[src/hw/rtl/sorted_expiry_timer_queue_core_defines.svh]
// Assertion macros used by the timer queue core.
`ifndef SORTED_EXPIRY_TIMER_QUEUE_CORE_DEFINES_SVH
`define SORTED_EXPIRY_TIMER_QUEUE_CORE_DEFINES_SVH
`ifndef ASSERT_OFF
`define SETQ_ASSERT(label, clk, rst_n, prop) \
  label: assert property (@(posedge clk) disable iff (!rst_n) (prop)) \
    else $error("timer queue check failed");
`define SETQ_ASSERT_IMPL(label, clk, rst_n, ante, cons) \
  label: assert property (@(posedge clk) disable iff (!rst_n) (ante) |-> (cons)) \
    else $error("timer queue check failed");
`else
`define SETQ_ASSERT(label, clk, rst_n, prop)
`define SETQ_ASSERT_IMPL(label, clk, rst_n, ante, cons)
`endif
`endif

[src/hw/rtl/setq_pkg.sv]
// Shared constants and codes of the sorted expiry timer queue.
package setq_pkg;
  localparam int unsigned CAPACITY    = 32;
  localparam int unsigned HANDLE_BITS = 10;
  localparam int unsigned TIME_BITS   = 32;

  typedef enum logic [1:0] {
    OP_ADD  = 2'd0,
    OP_DEL  = 2'd1,
    OP_TICK = 2'd2,
    OP_NOP  = 2'd3
  } opcode_e;

  localparam logic [1:0] STAT_OK        = 2'd0;
  localparam logic [1:0] STAT_FULL      = 2'd1;
  localparam logic [1:0] STAT_NOT_FOUND = 2'd2;
endpackage

[src/hw/rtl/setq_ram.sv]
// Generic simple dual-port RAM with one write port and a registered read port.
module setq_ram #(
  parameter int unsigned WIDTH = 8,
  parameter int unsigned DEPTH = 32
) (
  input  logic                     clk_i,
  input  logic                     we_i,
  input  logic [$clog2(DEPTH)-1:0] waddr_i,
  input  logic [WIDTH-1:0]         wdata_i,
  input  logic [$clog2(DEPTH)-1:0] raddr_i,
  output logic [WIDTH-1:0]         rdata_o
);
  logic [WIDTH-1:0] mem_q [DEPTH];
  logic [WIDTH-1:0] rdata_q;

  always_ff @(posedge clk_i) begin
    if (we_i) begin
      mem_q[waddr_i] <= wdata_i;
    end
    rdata_q <= mem_q[raddr_i];
  end

  assign rdata_o = rdata_q;
endmodule

[src/hw/rtl/sorted_expiry_timer_queue_core.sv]
// Top level of the sorted expiry timer queue: control sequencer around the entry RAM.
// Usage:
// The slave stream carries one command per beat: tuser holds the opcode (add,
// delete, tick), tdata holds handle, expiry time and current time. The master
// stream returns result beats: tdata is the expired handle, tuser holds the
// expired flag and the status, tlast marks the final beat of a command.
// Entries sit in one RAM used as a ring; a tick moves the ring head past the expired entries.
// Handshake: one command at a time; s_axis_tready is high only while idle, and the
// block returns to idle when the final beat of a command is loaded.
// An add walks down from the top of the table and shifts each later entry up by
// one; a delete walks over all stored entries; a tick walks over the expired
// entries up to the first unexpired one and emits a beat for each of them. A full
// add and an unused opcode give their beat without a RAM pass. Each entry is
// read, compared and then written back or emitted.
// Reset empties the table at once; no clearing pass is needed.
// A result waits in an output register; while the receiver stalls, the
// sequencer holds before each further beat and loses no data.
`include "sorted_expiry_timer_queue_core_defines.svh"
module sorted_expiry_timer_queue_core #(
  parameter int unsigned CAPACITY    = setq_pkg::CAPACITY,
  parameter int unsigned HANDLE_BITS = setq_pkg::HANDLE_BITS,
  parameter int unsigned TIME_BITS   = setq_pkg::TIME_BITS,
  localparam int unsigned IN_W  = ((HANDLE_BITS + 2 * TIME_BITS + 7) / 8) * 8,
  localparam int unsigned OUT_W = ((HANDLE_BITS + 7) / 8) * 8
) (
  input  logic             clk_i,
  input  logic             rst_ni,
  input  logic             s_axis_tvalid,
  output logic             s_axis_tready,
  input  logic [IN_W-1:0]  s_axis_tdata,  // timer_handle, expire_time, now_time
  input  logic [1:0]       s_axis_tuser,  // opcode
  output logic             m_axis_tvalid,
  input  logic             m_axis_tready,
  output logic [OUT_W-1:0] m_axis_tdata,  // expired_handle
  output logic [2:0]       m_axis_tuser,  // expired_valid, status
  output logic             m_axis_tlast
);
  localparam int unsigned IDX_W = $clog2(CAPACITY);
  localparam int unsigned CNT_W = $clog2(CAPACITY + 1);
  localparam int unsigned ENT_W = HANDLE_BITS + TIME_BITS;

  typedef enum logic [3:0] {
    ST_IDLE, ST_FIN, ST_ADD_RD, ST_ADD_CMP, ST_DEL_RD, ST_DEL_CMP, ST_TICK_RD, ST_TICK_CMP
  } state_e;

  state_e                 state_q, state_d;
  logic [IDX_W-1:0]       head_q, head_d;
  logic [CNT_W-1:0]       cnt_q, cnt_d, idx_q, idx_d, wr_q, wr_d;
  logic                   found_q, found_d, pend_q, pend_d;
  logic [HANDLE_BITS-1:0] pend_hnd_q, pend_hnd_d, hnd_q, hnd_d;
  logic [TIME_BITS-1:0]   time_q, time_d;
  logic [1:0]             fin_stat_q, fin_stat_d;
  logic                   out_valid_q;
  logic [HANDLE_BITS-1:0] out_hnd_q;
  logic                   out_ev_q, out_last_q;
  logic [1:0]             out_stat_q;

  logic                   emit, e_ev, e_last;
  logic [HANDLE_BITS-1:0] e_hnd;
  logic [1:0]             e_stat;
  logic                   out_free;
  logic                   ram_we;
  logic [IDX_W-1:0]       ram_waddr, ram_raddr;
  logic [ENT_W-1:0]       ram_wdata, ram_rdata;
  logic [TIME_BITS-1:0]   rd_time;
  logic [HANDLE_BITS-1:0] rd_hnd;
  logic [1:0]             in_op;

  // Logical position to RAM address on the ring.
  function automatic logic [IDX_W-1:0] phys(input logic [IDX_W-1:0] head,
                                            input logic [CNT_W-1:0] l);
    logic [CNT_W:0] s;
    s = (CNT_W+1)'(head) + (CNT_W+1)'(l);
    if (s >= (CNT_W+1)'(CAPACITY)) begin
      s = s - (CNT_W+1)'(CAPACITY);
    end
    return s[IDX_W-1:0];
  endfunction

  setq_ram #(.WIDTH(ENT_W), .DEPTH(CAPACITY)) u_ram (
    .clk_i   (clk_i),
    .we_i    (ram_we),
    .waddr_i (ram_waddr),
    .wdata_i (ram_wdata),
    .raddr_i (ram_raddr),
    .rdata_o (ram_rdata)
  );

  assign rd_time  = ram_rdata[TIME_BITS-1:0];
  assign rd_hnd   = ram_rdata[TIME_BITS +: HANDLE_BITS];
  assign out_free = !out_valid_q || m_axis_tready;
  assign in_op    = s_axis_tuser;

  always_comb begin
    state_d    = state_q;
    head_d     = head_q;
    cnt_d      = cnt_q;
    idx_d      = idx_q;
    wr_d       = wr_q;
    found_d    = found_q;
    pend_d     = pend_q;
    pend_hnd_d = pend_hnd_q;
    hnd_d      = hnd_q;
    time_d     = time_q;
    fin_stat_d = fin_stat_q;
    emit       = 1'b0;
    e_hnd      = '0;
    e_ev       = 1'b0;
    e_stat     = setq_pkg::STAT_OK;
    e_last     = 1'b1;
    ram_we     = 1'b0;
    ram_waddr  = phys(head_q, idx_q);
    ram_wdata  = {hnd_q, time_q};
    ram_raddr  = phys(head_q, idx_q);

    unique case (state_q)
      ST_IDLE: begin
        if (s_axis_tvalid) begin
          hnd_d = s_axis_tdata[HANDLE_BITS-1:0];
          idx_d = '0;
          wr_d  = '0;
          found_d = 1'b0;
          pend_d  = 1'b0;
          fin_stat_d = setq_pkg::STAT_OK;
          unique case (in_op)
            setq_pkg::OP_ADD: begin
              time_d = s_axis_tdata[HANDLE_BITS +: TIME_BITS];
              idx_d  = cnt_q;
              if (cnt_q == CNT_W'(CAPACITY)) begin
                fin_stat_d = setq_pkg::STAT_FULL;
                state_d    = ST_FIN;
              end else begin
                state_d = ST_ADD_RD;
              end
            end
            setq_pkg::OP_DEL:  state_d = ST_DEL_RD;
            setq_pkg::OP_TICK: begin
              time_d  = s_axis_tdata[HANDLE_BITS+TIME_BITS +: TIME_BITS];
              state_d = ST_TICK_RD;
            end
            default: state_d = ST_FIN;
          endcase
        end
      end
      ST_FIN: begin
        if (out_free) begin
          emit    = 1'b1;
          e_stat  = fin_stat_q;
          state_d = ST_IDLE;
        end
      end
      ST_ADD_RD: begin
        ram_raddr = phys(head_q, idx_q - CNT_W'(1));
        if (out_free) begin
          if (idx_q == '0) begin
            ram_we  = 1'b1;
            cnt_d   = cnt_q + CNT_W'(1);
            emit    = 1'b1;
            state_d = ST_IDLE;
          end else begin
            state_d = ST_ADD_CMP;
          end
        end
      end
      ST_ADD_CMP: begin
        ram_we = 1'b1;
        if (rd_time > time_q) begin
          // Shift the later entry up by one and keep walking down.
          ram_wdata = ram_rdata;
          idx_d     = idx_q - CNT_W'(1);
          state_d   = ST_ADD_RD;
        end else begin
          cnt_d   = cnt_q + CNT_W'(1);
          emit    = 1'b1;
          state_d = ST_IDLE;
        end
      end
      ST_DEL_RD: begin
        if (out_free) begin
          if (idx_q == cnt_q) begin
            cnt_d   = wr_q;
            emit    = 1'b1;
            e_stat  = found_q ? setq_pkg::STAT_OK : setq_pkg::STAT_NOT_FOUND;
            state_d = ST_IDLE;
          end else begin
            state_d = ST_DEL_CMP;
          end
        end
      end
      ST_DEL_CMP: begin
        ram_waddr = phys(head_q, wr_q);
        ram_wdata = ram_rdata;
        if (rd_hnd == hnd_q) begin
          found_d = 1'b1;
        end else begin
          ram_we = 1'b1;
          wr_d   = wr_q + CNT_W'(1);
        end
        idx_d   = idx_q + CNT_W'(1);
        state_d = ST_DEL_RD;
      end
      ST_TICK_RD: begin
        if (out_free) begin
          if (idx_q == cnt_q) begin
            emit    = 1'b1;
            e_hnd   = pend_q ? pend_hnd_q : '0;
            e_ev    = pend_q;
            head_d  = phys(head_q, idx_q);
            cnt_d   = cnt_q - idx_q;
            state_d = ST_IDLE;
          end else begin
            state_d = ST_TICK_CMP;
          end
        end
      end
      ST_TICK_CMP: begin
        // One expired entry is held back until the next one shows whether it is last.
        if (rd_time <= time_q) begin
          emit       = pend_q;
          e_hnd      = pend_hnd_q;
          e_ev       = 1'b1;
          e_last     = 1'b0;
          pend_d     = 1'b1;
          pend_hnd_d = rd_hnd;
          idx_d      = idx_q + CNT_W'(1);
          state_d    = ST_TICK_RD;
        end else begin
          emit    = 1'b1;
          e_hnd   = pend_q ? pend_hnd_q : '0;
          e_ev    = pend_q;
          head_d  = phys(head_q, idx_q);
          cnt_d   = cnt_q - idx_q;
          state_d = ST_IDLE;
        end
      end
      default: state_d = ST_IDLE;
    endcase
  end

  always_ff @(posedge clk_i or negedge rst_ni) begin
    if (!rst_ni) begin
      state_q     <= ST_IDLE;
      head_q      <= '0;
      cnt_q       <= '0;
      idx_q       <= '0;
      wr_q        <= '0;
      found_q     <= 1'b0;
      pend_q      <= 1'b0;
      fin_stat_q  <= setq_pkg::STAT_OK;
      pend_hnd_q  <= '0;
      hnd_q       <= '0;
      time_q      <= '0;
      out_valid_q <= 1'b0;
      out_hnd_q   <= '0;
      out_ev_q    <= 1'b0;
      out_stat_q  <= setq_pkg::STAT_OK;
      out_last_q  <= 1'b0;
    end else begin
      state_q    <= state_d;
      head_q     <= head_d;
      cnt_q      <= cnt_d;
      idx_q      <= idx_d;
      wr_q       <= wr_d;
      found_q    <= found_d;
      pend_q     <= pend_d;
      fin_stat_q <= fin_stat_d;
      pend_hnd_q <= pend_hnd_d;
      hnd_q      <= hnd_d;
      time_q     <= time_d;
      if (emit) begin
        out_valid_q <= 1'b1;
        out_hnd_q   <= e_hnd;
        out_ev_q    <= e_ev;
        out_stat_q  <= e_stat;
        out_last_q  <= e_last;
      end else if (m_axis_tready) begin
        out_valid_q <= 1'b0;
      end
    end
  end

  assign s_axis_tready = (state_q == ST_IDLE);
  assign m_axis_tvalid = out_valid_q;
  assign m_axis_tdata  = OUT_W'(out_hnd_q);
  assign m_axis_tuser  = {out_stat_q, out_ev_q};
  assign m_axis_tlast  = out_last_q;

  `SETQ_ASSERT(a_cnt_bound, clk_i, rst_ni, cnt_q <= CNT_W'(CAPACITY))
  `SETQ_ASSERT(a_head_bound, clk_i, rst_ni, head_q <= IDX_W'(CAPACITY - 1))
  `SETQ_ASSERT_IMPL(a_slot_free, clk_i, rst_ni, state_q == ST_TICK_CMP || state_q == ST_ADD_CMP, !out_valid_q)
endmodule

[config.mk]
export PLATFORM = sky130hd
export DESIGN_NAME = sorted_expiry_timer_queue_core
export DESIGN_NICKNAME = d
export VERILOG_FILES = /design/src/hw/rtl/setq_pkg.sv /design/src/hw/rtl/setq_ram.sv /design/src/hw/rtl/sorted_expiry_timer_queue_core.sv
export VERILOG_INCLUDE_DIRS = /design/src /design/src/hw/rtl
export SDC_FILE = /design/constraint.sdc
export NUM_CORES = 1
export LEC_CHECK = 0
export ABC_AREA = 1
export BUFFER_PORTS_ARGS = -buffer_cell sky130_fd_sc_hd__buf_4
export CAP_MARGIN = 20
export CORE_MARGIN = 5
export CORE_UTILIZATION = 35
export CTS_BUF_LIST = sky130_fd_sc_hd__clkbuf_16
export CTS_CLUSTER_DIAMETER = 60
export DETAILED_ROUTE_END_ITERATION = 8
export SETUP_SLACK_MARGIN = 0.3
export SLEW_MARGIN = 20
export SYNTH_ARGS = -nofsm -noshare
export SYNTH_HDL_FRONTEND = slang
export SYNTH_SLANG_ARGS = --single-unit
export TNS_END_PERCENT = 50
[constraint.sdc]
create_clock -name clk_i -period 5.2 [get_ports clk_i]
set_clock_uncertainty 0.1 [all_clocks]
set_input_delay 1.04 -clock clk_i [delete_from_list [all_inputs] [get_ports clk_i]]
set_output_delay 1.04 -clock clk_i [all_outputs]
set_load 0.005 [all_outputs]
==> results_dict.tcl, run 1 <==
set metrics [dict create \
    fin_crit_sh_pct 87.0 \
    grt_pass1_vias 38500 \
    rsz0062_at_grt "false" \
    min_period_ps 4520 \
    vias 40700 \
    critPathMaxFanout 32 \
    drt-total-wl_um 175000 \
    place_hpwl_um 89900 \
    crit_start "time_q[29]" \
    dr_wl_met3_um 14900 \
    layout_common_cells "edfxtp_1 (1344), nand2_1 (684), o211ai_1 (514)" \
    drc 0 \
    cp.depth 13 \
    area_growth_pct 14.2 \
    grtUsageTotal_pct 18.4 \
    cpMaxStageDelayCell "nand2_1" \
    ys_warn_count 0 \
    synth_top_area_share_pct 64.9 \
    final_common_cell "edfxtp_1" \
    clkTransAtPathRegs_ps 60 \
    setup_violations 0 \
    ctsHoldBuffers 0 \
    crit_arrival_ps 4840 \
    synth_seq_cells 1482 \
    rows 154 \
    tns_ps 0 \
    gp_congestion 0.814 \
    required_ps 5520 \
    tritoncts "built" \
    top_layer_used "met4" \
    fmax_mhz 221 \
    cp-end-kind "flip-flop" \
    cts_buffer_depth 3 \
    r2r_cells 13 \
    die_w_um 432 \
    antenna_left 0 \
    overflow 0 \
    viasPerCell 5.35 \
    crit_chain "inv_1 > ha_1 > nand2_1 > nor2_1 > nand4_1 > nor3_1 > nand4_1 > nand2_1 > nand2_2 > nand2_2 > buf_4 > nand2_1 > nand2_1" \
    grt_pass1_wl_um 257000 \
    wl_met1_um 73000 \
    root_buffer "clkbuf_16" \
    ys_types 50 \
    cp_slowest_stage_delay_ps 780 \
    relSlewSlack_pct 23.3 \
    portBuffers 95 \
    design_area_sq_um 71000 \
    dieArea_sq_um 186000 \
    post-route-util_pct 40.3 \
    hold_path.class "primary input to asynchronous set/reset pin" \
    cts_setup_buffers 0 \
    wl_per_cell_um 23.0 \
    met2_length_um 83100 \
    slew_violations 0 \
    fp.dieH_um 432 \
    dpl-instance-area_sq_um 66200 \
    drtPass1Iterations 6 \
    h-tree-depth 4 \
    cts_resized 0 \
    hold_viol_final 0 \
    worstSkewPairLatency_ps 780 \
    path_delay_family "simple AND/OR/NAND/NOR gates" \
    cp_common_cell "nand2_1" \
    critPathLaunchType "flip-flop" \
    synthTopCellsByArea "edfxtp_1 (65%), o211ai_1 (6.2%), nand2_1 (4.2%)" \
    yosysSeqAreaShare_pct 70.1 \
    yosys.area.top_type "edfxtp_1" \
    r2r_slack_ps 680 \
    grt_max_degree 131 \
    clock_sinks 1482 \
    syn_inst 5076 \
    netlist_area_sq_um 62200 \
    core_sq_um 176000 \
    r2r-start "time_q[29]" \
    tightest_slew_ps 1150 \
    outcome "complete, no violations" \
    drive_gt1_share_pct 11.1 \
    initial_utilization_pct 35.3 \
    antenna_found_initial 3 \
    cap_viol_max_count 0 \
    n_fill_cell 16500 \
    first_iter_violations 4429 \
    rr_endpoint "u_ram.mem_q[9][14]" \
    syn_area_per_cell_sq_um 12.3 \
    layout.nets 5288 \
    io_pins 108 \
    numCtsBuffers 156 \
    critical_path_class "flip-flop to flip-flop" \
    path_buf_inv 2 \
]
-- registers in the layout, summed over array words and instances, names as in the netlist, 2 cells and up --
| signal | flops |
|---|---|
| u_ram.mem_q | 1344 |
| time_q | 32 |
| hnd_q | 10 |
| head_q | 5 |
| u_ram.rdata_o | 42 |
| state_q | 3 |
| cnt_q | 6 |
| idx_q | 6 |
| wr_q | 6 |
| out_stat_q | 2 |
| pend_hnd_q | 10 |
| out_hnd_q | 10 |
-- worst reg2reg max path, cell delays in order, from the launching register on --
cell and delay [ps]:
dfrtp_1 350, inv_1 60, ha_1 360, nand2_1 80, nor2_1 220, nand4_1 330
nor3_1 230, nand4_1 370, nand2_1 250, nand2_2 80, nand2_2 450, buf_4 410
nand2_1 110, nand2_1 780
-- per-stage QoR --
stage	hold slack (ps)	worst slack (ps)	cells
after global placement	368	991	7322
after floorplan	353	1010	5081
after CTS	264	854	7611
after global routing	318	487	7612
after detailed placement	374	898	7322
final	256	676	7613
-- cells in the mapped netlist, drive strengths merged --
cell type / n
a211oi: 1
a21o: 1
a21oi: 35
a221oi: 2
a22o: 1
a22oi: 1
a31o: 1
and3: 1
buf: 216
clkbuf: 112
clkinv: 1
conb: 1
dfrtp: 96
dfxtp: 42
edfxtp: 1344
fa: 4
ha: 58
inv: 438
mux2i: 1
nand2: 692
nand3: 375
nand3b: 2
nand4: 16
nor2: 289
nor3: 9
nor3b: 1
nor4: 3
o211ai: 522
o21a: 2
o21ai: 585
o21bai: 91
o221ai: 3
o22ai: 4
or2: 94
xnor2: 8
xor2: 24
-- final cells by class --
type                    instances  area, sq um  share of cell area (%)
well taps                    2340         2930                    4.12
multi-input cells            2832        15700                    22.2
clock buffers                 159         3980                    5.60
diodes                          2         5.00                 0.00704
repair buffers                229         2320                    3.26
clock inverters               130          808                    1.14
flip-flops and latches       1482        43600                    61.4
inverters                     439         1670                    2.34
-- how the worst max path moves through the flow --
stage                    endpoint
4_1_cts        u_ram.mem_q[2][14]
5_1_grt        u_ram.mem_q[0][14]
3_5_place_dp   u_ram.mem_q[5][14]
2_1_floorplan  u_ram.mem_q[26][0]
6_report       u_ram.mem_q[9][14]
3_3_place_gp   u_ram.mem_q[4][14]
-- cells by family (layout without fill, tap and decap cells) --
kind of cell | after synthesis | after routing | share of synthesized area (%)
other | 1 | 8 | 0.00603
flip-flops | 1482 | 1482 | 70.1
buffers and inverters | 767 | 957 | 5.25
AO/OA/AOI/OAI | 1249 | 1249 | 12.7
adder cells (fa/ha/maj) | 62 | 62 | 1.29
XOR/XNOR | 32 | 32 | 0.450
AND/OR/NAND/NOR | 1482 | 1482 | 10.2
multiplexers | 1 | 1 | 0.0161
-- routing by layer --
metal / vias to the layer above / track usage (%)
li1: 18500 / -
met1: 20300 / 25.3
met2: 1737 / 30.1
met4: 0 / 4.92
met5: - / 0
met3: 255 / 3.27
Power of run 1 is left out: the tool's default activity adds up to more than one toggle a clock period on the data nets, which glitch-free logic cannot reach.
==> run 2, diff against run 1 <==
--- a/config.mk
+++ b/config.mk
@@ -18,5 +18,6 @@
 export SLEW_MARGIN = 20
 export SYNTH_ARGS = -nofsm -noshare
 export SYNTH_HDL_FRONTEND = slang
+export SYNTH_HIERARCHICAL = 1
 export SYNTH_SLANG_ARGS = --single-unit
 export TNS_END_PERCENT = 50
==> run 2 against run 1 <==
- highest routed layer unchanged
- via count grew 3.9%
- wire length is 0.96% higher
- hold slack worse by 3.8 ps
==> results_dict.tcl, run 2 <==
set metrics [dict create \
    crit_chain "inv_1 > ha_1 > nand2_1 > nor2_1 > nand2_1 > nor4_2 > nand3b_1 > nand2_1 > nand2_2 > nand2_2 > buf_12 > nand2_1 > nand2_1" \
    drc 0 \
    io_pins 108 \
    cp_common_cell "nand2_1" \
    layout.cells.non_filler 8121 \
    tns_ps 0 \
    synth_top_area_share_pct 64.9 \
    overflow 0 \
    gp_congestion 0.839 \
    cts_setup_buffers 0 \
    layout_common_cells "nand2_1 (2168), edfxtp_1 (1344), nand3_1 (1098)" \
    synthTopCellsByArea "edfxtp_1 (65%), nand2_1 (13%), nand3_1 (8.8%)" \
    layout.nets 5806 \
    hold_viol_final 0 \
    antenna_found_initial 3 \
    dp_slack_ps 906 \
    fin_ws_ps 846 \
    synth_seq_cells 1482 \
    yosys.area.top_type "edfxtp_1" \
    grt_pass1_wl_um 260000 \
    min_period_ps 4350 \
    synth_ff_type "edfxtp_1" \
    portBuffers 95 \
    clkTransAtPathRegs_ps 60 \
    tightest_slew_ps 1040 \
    vias 42300 \
    viasPerCell 5.21 \
    r2r_slack_ps 850 \
    antenna_left 0 \
    die_w_um 432 \
    cap_viol_max_count 0 \
    cts_buffer_depth 3 \
    synth_common_cells "nand2_1 (2170), edfxtp_1 (1344), nand3_1 (1098)" \
    drtPass1Iterations 5 \
    worstSkewPairLatency_ps 780 \
    dieArea_sq_um 186000 \
    numCtsBuffers 146 \
    rr_endpoint "u_ram/mem_q[18][18]" \
    place_hpwl_um 86500 \
    netlist_area_sq_um 62200 \
    r2r_cells 13 \
    first_iter_violations 4047 \
    syn_area_per_cell_sq_um 11.1 \
    drive_gt1_share_pct 8.24 \
    critPathLaunchType "flip-flop" \
    initial_utilization_pct 35.2 \
    rows 154 \
    grtUsageTotal_pct 18.5 \
    cpMaxStageDelayCell "nand2_1" \
    synth.most_common_cell "nand2_1" \
    crit_arrival_ps 4700 \
    relSlewSlack_pct 30.8 \
    final_common_cell "nand2_1" \
    cts_resized 0 \
    critPathMaxFanout 37 \
    grt_max_degree 197 \
    max_flop_register "u_ram/mem_q" \
    largest_register_ffs 1344 \
    clock_sinks 1482 \
    fmax_mhz 230 \
    ys_types 45 \
    h-tree-depth 4 \
    ctsHoldBuffers 0 \
    tritoncts "built" \
    area_growth_pct 13.6 \
    fp.dieH_um 432 \
    root_buffer "clkbuf_16" \
    outcome "complete, no violations" \
    syn_inst 5624 \
    placed_cells 7850 \
    cp_slowest_stage_delay_ps 730 \
    drt-total-wl_um 177000 \
    yosysSeqAreaShare_pct 70.1 \
    hold_path.class "primary input to asynchronous set/reset pin" \
    core_sq_um 176000 \
    cp-end-kind "flip-flop" \
    wl_per_cell_um 21.8 \
    grt_pass1_vias 39400 \
    ys_warn_count 6 \
    synth_edf_count 1344 \
    rsz0062_at_grt "false" \
    critical_path_class "flip-flop to flip-flop" \
    r2r-start "time_q[31]" \
    setup_violations 0 \
    fin_crit_sh_pct 83.7 \
    slew_violations 0 \
    required_ps 5540 \
    async_flop_share_pct 6.48 \
]
==> run 2: cell count changes after synthesis, sizes merged, moves of 4 or more <==
cell / before / now
xor2: 24 / 17
o21bai: 91 / 0
xnor2: 8 / 12
o211ai: 522 / 34
nand2: 692 / 2172
nand3: 375 / 1098
nor2: 289 / 82
inv: 438 / 151
or2: 94 / 4
buf: 216 / 259
clkbuf: 112 / 72
o21ai: 585 / 92
==> run 2: worst max path at each step <==
stage,startpoint,endpoint,slack (ps),depth (start not counted)
after floorplan,idx_q[0],u_ram/mem_q[29][0],1030,9
after global placement,time_q[31],u_ram/mem_q[17][18],1010,13
after detailed placement,time_q[31],u_ram/mem_q[22][18],910,13
after CTS,time_q[31],u_ram/mem_q[8][18],890,13
after global routing,time_q[31],u_ram/mem_q[8][18],540,13
final,time_q[31],u_ram/mem_q[18][18],850,13
==> run 2: critical path, delay by kind of cell, from the launching register on <==
family | cells | cell delay [ps]
buffers and inverters | 2 | 370
AND/OR/NAND/NOR | 10 | 2830
adder cells (fa/ha/maj) | 1 | 300
flip-flops | 1 | 350
==> run 2: final cells by class <==
| type | instances | area [sq um] |
|---|---|---|
| Clock buffer | 150 | 3750 |
| Multi-Input combinational cell | 3663 | 16700 |
| Fill cell | 16600 | 106000 |
| Sequential cell | 1482 | 43600 |
| Inverter | 153 | 606 |
| Antenna cell | 1 | 2.50 |
| Timing Repair Buffer | 212 | 2230 |
| Clock inverter | 120 | 843 |
| Tap cell | 2340 | 2930 |
==> run 2: cell families after synthesis <==
| family | count (synthesis) | synth area share [%] |
|---|---|---|
| other cells | 1 | 0.00603 |
| fa+ha+maj | 62 | 1.30 |
| mux | 1 | 0.0161 |
| flops | 1482 | 70.1 |
| simple gates | 3387 | 22.9 |
| buf+inv | 484 | 3.66 |
| xor+xnor | 29 | 0.408 |
| compound gates | 178 | 1.67 |
==> run 2: routing by layer <==
metal	vias up	part of all wire [%]	track usage [%]
li1	19400	-	-
met1	20800	41	25.0
met2	1732	48	30.8
met3	334	7.9	2.93
met4	0	3.2	6.12
met5	-	0	0
==> run 2: stage by stage <==
| stage | hold WS [ps] | instance area [sq um] | util [%] |
|---|---|---|---|
| floorplan | 354 | 62200 | - |
| global placement | 372 | 66000 | 37.4 |
| detailed placement | 388 | 66000 | 37.4 |
| CTS | 354 | 70600 | 40.0 |
| global route | 259 | 70700 | 40.0 |
| finish | 252 | 70700 | 40.0 |
Power of run 2 is left out for the same reason.
